## src/design/carv_front.sv

```systemverilog
`timescale 1ns / 1ps

module carv_front (
   input  logic               clock,
   input  logic               reset,
   input  logic               req_valid,
   output logic               req_ready,
   input  logic signed [15:0] req_in_sample,
   output logic               q_valid,
   input  logic               q_ready,
   output logic signed [15:0] q_sample
);

   logic signed [15:0] data_ff [2];
   logic               wr_ptr_ff, wr_ptr_in;
   logic               rd_ptr_ff, rd_ptr_in;
   logic [1:0]         count_ff, count_in;
   logic               push, pop;

   assign req_ready = (count_ff != 2'd2);
   assign q_valid   = (count_ff != 2'd0);
   assign q_sample  = data_ff[rd_ptr_ff];
   assign push      = req_valid && req_ready;
   assign pop       = q_valid && q_ready;

   always_comb begin
      wr_ptr_in = push ? ~wr_ptr_ff : wr_ptr_ff;
      rd_ptr_in = pop ? ~rd_ptr_ff : rd_ptr_ff;
      count_in  = count_ff;
      if (push && !pop) begin
         count_in = count_ff + 2'd1;
      end else if (pop && !push) begin
         count_in = count_ff - 2'd1;
      end
   end

   always_ff @(posedge clock) begin
      if (reset) begin
         wr_ptr_ff <= 1'b0;
         rd_ptr_ff <= 1'b0;
         count_ff  <= 2'd0;
      end else begin
         wr_ptr_ff <= wr_ptr_in;
         rd_ptr_ff <= rd_ptr_in;
         count_ff  <= count_in;
      end
   end

   always_ff @(posedge clock) begin
      if (push) begin
         data_ff[wr_ptr_ff] <= req_in_sample;
      end
   end

endmodule

```

## config.mk

```make
export PLATFORM = sky130hd
export DESIGN_NAME = carv_front
export DESIGN_NICKNAME = d
export VERILOG_FILES = /design/src/design/carv_front.sv
export SDC_FILE = /design/constraint.sdc
export NUM_CORES = 1
export LEC_CHECK = 0
export ABC_AREA = 0
export BUFFER_PORTS_ARGS = -buffer_cell sky130_fd_sc_hd__buf_2
export CORE_ASPECT_RATIO = 1.75
export CORE_MARGIN = 1.5
export CORE_UTILIZATION = 35
export DETAILED_ROUTE_END_ITERATION = 16
export PLACE_DENSITY_LB_ADDON = 0.3
export SLEW_MARGIN = 25
export SYNTH_ARGS = -nofsm -noshare
export SYNTH_HDL_FRONTEND = slang
export SYNTH_SLANG_ARGS = --single-unit
```

## constraint.sdc

```tcl
create_clock -name clock -period 1.4 [get_ports clock]
set_input_delay 0.14 -clock clock [delete_from_list [all_inputs] [get_ports clock]]
set_output_delay 0.14 -clock clock [all_outputs]
set_load 0.02 [all_outputs]
```

# Word level (Yosys, flattened, before mapping)
# Memories as Yosys holds them, arrays and structs flattened. A register that Yosys moved wholly into a read port is not among the register bits.
# Index checks and enable logic that the tools add are counted.
dict set report op_classes {
  addsub 2
  n_eq_ne 1
  n_mux 6
  bitwise 2
  n_reduce_logical 8
}
# op count
set op_table {}
lappend op_table {{1-bit logical AND} 4}
lappend op_table {{1-bit 2-to-1 mux} 4}
lappend op_table {{2-bit 2-to-1 mux} 2}
lappend op_table {{2-bit nonzero test} 2}
lappend op_table {{2-bit by 1-bit adder with 2-bit output, second input constant} 1}
lappend op_table {{1-bit zero test} 2}
lappend op_table {{2-bit inequality test, second input constant} 1}
lappend op_table {{1-bit inverter} 2}
lappend op_table {{2-bit by 1-bit subtractor with 2-bit output, second input constant} 1}
dict set report totals {
  regBits 4
  mem_bits_rw 32
  inputBits 20
  out_inout_bits 18
  wordCells 23
  memories 1
}
# name words word_bits rd rd_ports_with_merged_regs wr line_no
set mem_list {}
lappend mem_list {data_ff 2 16 1 1 1 14} ;# logic signed [15:0] data_ff [2];

# Depth between registers and ports, before layout
dict set report depth {
  word_depth 6
  depth_mapped 6
  ltp_nobuf 6
}

# Worst setup path after synthesis
# No wires, ideal clock.
dict set report synth_path {
  path_type {reg2reg}
  start {register count_ff[0]}
  end {register count_ff[1]}
  setup_time_ns 0.070
  arrival_time_ns 1.595
  required_ns 1.330
  setup_slack_ns -0.265
  stages_incl_launch_ff 6
  path_buffers 0
  synth_period_minus_slack_ns 1.665
  cell_sequence {dfxtp_1 > nand2b_1 > and2_1 > ha_1 > or3_1 > a21oi_1}
}
dict set report synth_via {
  elab_chain_len 5
  word_cells_on_any_way 13
  classes_between {add/sub (2); eq/ne (1); mux (2); reduce/logical (8)}
}
# item line_no
set synth_rtl {}
lappend synth_rtl {{start: declaration} 17} ;# logic [1:0] count_ff, count_in;
lappend synth_rtl {{start signal: assignment} 45} ;# count_ff <= count_in;
lappend synth_rtl {{2-bit inequality test (*)} 20} ;# assign req_ready = (count_ff != 2'd2);
lappend synth_rtl {{named net req_ready} 7} ;# output logic req_ready,
lappend synth_rtl {{1-bit logical AND (*)} 23} ;# assign push = req_valid && req_ready;
lappend synth_rtl {{named net push} 18} ;# logic push, pop;
lappend synth_rtl {{1-bit zero test} 32} ;# end else if (pop && !push) begin
lappend synth_rtl {{1-bit logical AND} 32}
lappend synth_rtl {{2-bit nonzero test (no line)} --}
# The timed path passes the listed nets; every way through them passes the cells marked *. The select of a mux whose other input is x is not followed.
# A chain may end at the register's enable or synchronous reset.

# Worst setup path after layout
dict set report layout_path {
  start {register count_ff[0]}
  end {register count_ff[1]}
}
dict set report layout_via {
  elab_chain_len 5
  word_cells_on_any_way 13
  classes_between {add/sub (2); eq/ne (1); mux (2); reduce/logical (8)}
}
# item line_no
set layout_rtl {}
lappend layout_rtl {{2-bit inequality test (*)} 20}
lappend layout_rtl {{1-bit logical AND (*)} 23}
lappend layout_rtl {{named net push} 18}
lappend layout_rtl {{1-bit zero test} 32}
lappend layout_rtl {{1-bit logical AND} 32}
lappend layout_rtl {{2-bit nonzero test (no line)} --}
# Marked as above.

==> impl_metrics.json <==
{
  "gp_congestion": 0.625,
  "grt_overflow": 0,
  "cts_sinks": 37,
  "cts-buffers-inserted": 5,
  "power.total_mw": 3.64,
  "arrival_ns": 1.65,
  "synth_area_um2": 1380,
  "vias": 793,
  "cts_tree": "done",
  "die_h_um": 86.0,
  "postLayoutSetupSlackWorst_ns": -0.0391,
  "first_pass_iters": 2,
  "fin_cells": 173,
  "startpoint": "count_ff[0]",
  "hpwl_mm": 1.59,
  "synth_area_leaders": "edfxtp_1 (70%), mux2_2 (13%), dfxtp_1 (7.3%)",
  "core_um2": 3830,
  "drive_gt1_share_pct": 62.4,
  "maxSlewViolCount": 0,
  "avgSynthCellArea_um2": 18.6,
  "rsz0062_at_grt": "true",
  "grt_max_degree": 12,
  "leakage_nw": 0.800,
  "placement_rows": 30,
  "syn_inst": 74,
  "final_net_count": 145,
  "yosysUniqueCellTypes": 18,
  "relSlewSlack_pct": 85.7,
  "finalCritPeriodShare_pct": 103,
  "path_class": "reg -> reg",
  "track_usage_pct": 12.8,
  "clk_pin_slew_ns": 0.06,
  "final_util_pct": 52.1,
  "hold_viol_final": 0,
  "fin_crit_ns": 1.44,
  "mostFrequentLayoutCell": "edfxtp_1",
  "async_flop_share_pct": 0,
  "start_util_pct": 35.9,
  "antenna_left": 0,
  "cp-end-kind": "register",
  "synth_warnings": 0,
  "dp_cells": 164,
  "hp-class": "in -> reg",
  "ctsRootBufferMaster": "clkbuf_8",
  "wire_per_inst_um": 13.6,
  "antenna_found_initial": 0,
  "synth_seq_area_share_pct": 77.1,
  "grt_pass1_wl_mm": 4.04,
  "area_delta_synth_final_pct": 44.8,
  "worst_slew_pin_slew_ns": 0.213,
  "fin_skew_ns": 0.00479,
  "yosys_register_bits": 37,
  "routed_via_density": 4.58,
  "hp-start": "req_in_sample[15]",
  "violations": "negative setup slack",
  "vdd_drop_max_mv": 1.12,
  "clk_latency_ns": 0.28,
  "start_kind": "register",
  "fmax_mhz": 695,
  "cp_max_fo": 5,
  "status": "finished, violations left",
  "dr.first_iter.drc_count": 12,
  "cts_max_path_buffers": 2,
  "finalWirelength_mm": 2.36,
  "setup_viol_count_final": 1,
  "grt_pass1_vias": 864,
  "die-area_um2": 4330,
  "htree_levels": 2,
  "synth_edf_count": 32,
  "mostFrequentLayoutCells": "edfxtp_1 (32), buf_2 (21), mux2_4 (16), buf_6 (16)",
  "required_ns": 1.61,
  "power_density_nw_per_um2": 1830,
  "cts_setup_buffers": 0,
  "drc": 0,
  "synth_top_area_share_pct": 69.8,
  "num_antenna_cells": 0,
  "synthFlopType": "edfxtp_1",
  "io_buffers": 37,
  "synthesis.nets": 95,
  "reg2reg_from": "count_ff[0]",
  "yosysTopAreaCell": "edfxtp_1",
  "io_pins": 38,
  "drv_cap": 0,
  "die_x_um": 50.4
}
[worst max-delay path, stage by stage, from the launching register on]
cell and delay [ns]:
dfxtp_2 0.35, nand2b_4 0.14, and2_4 0.14, ha_4 0.15, xor2_1 0.14, or3_1 0.33, a21oi_2 0.12
[per-stage QoR]
stage / setup TNS (ns) / hold WS [ns] / worst slack (ns) / instance area (um2)
after floorplan: 0 / 0.205 / 0.00299 / 1400
after detailed placement: -0.0476 / 0.331 / -0.0476 / 1710
after CTS: -0.0613 / 0.0347 / -0.0543 / 1990
after global routing: -0.383 / 0.0295 / -0.0834 / 1990
final: -0.0391 / 0.0474 / -0.0391 / 1990
after global placement: 0 / 0.330 / 0.0378 / 1710
[power breakdown]
part           internal, mW  leakage [nW]  switching [mW]  total, mW
logic                 0.827         0.414           0.642       1.47
clock network         0.344        0.0450           0.329      0.673
registers              1.40         0.341          0.0976       1.50
total                  2.57         0.800            1.07       3.64
[kinds of logic (layout without fill, tap and decap cells)]
kind of cell / Yosys count / in the layout / synth area share (%)
adders and majority gates: 1 / 1 / 0.909
xor gates and xnor gates: 3 / 3 / 1.91
DFF: 37 / 37 / 77.1
muxes: 16 / 16 / 13.1
AOI/OAI and AO/OA: 5 / 5 / 2.18
buffers and inverters: 3 / 54 / 1.18
and+or+nand+nor: 9 / 9 / 3.64
[area by class of cell]
class	count	area, um2
Tap cell	48	60.1
Timing Repair Buffer	45	390
Clock inverter	2	10.0
Inverter	1	3.75
Clock buffer	6	72.6
Sequential cell	37	1070
Multi-Input combinational cell	34	389
Fill cell	354	1840
[worst paths after layout]
check	endpoint	depth (start not counted)	slack [ns]
worst max register to register	count_ff[1]	6	-0.04
worst max-delay path	count_ff[1]	6	-0.04
worst min-delay path	data_ff[1][15]	1	0.05
worst min register to register	register	2	0.51
[layer usage]
metal | global-route usage (%) | part of all wire [%] | vias to the layer above
met1 | 13.9 | 37 | 381
met4 | 6.63 | 2.0 | 0
met5 | 0 | 0 | -
met2 | 21.8 | 55 | 28
met3 | 4.18 | 5.9 | 6
li1 | - | - | 378
[Yosys cell counts, types with 2 or more instances]
library cell and count:
mux2_2 16, a21oi_1 2, nor2_1 3, o21ai_0 2
edfxtp_1 32, dfxtp_1 5, xor2_1 3
[repair_timing]
action / in CTS / in global routing
cloned: 1 / 0
endpoints found under the setup margin: 17 / 17
hold buffers: 0 / 0
resized for setup: 53 / 1
[flip-flops by register name (all words and copies together) (netlist names), named ones only]
register,flops
count_ff,2
data_ff,32
rd_ptr_ff,1
wr_ptr_ff,1
Note: power is estimated with default switching activity, not from simulation.
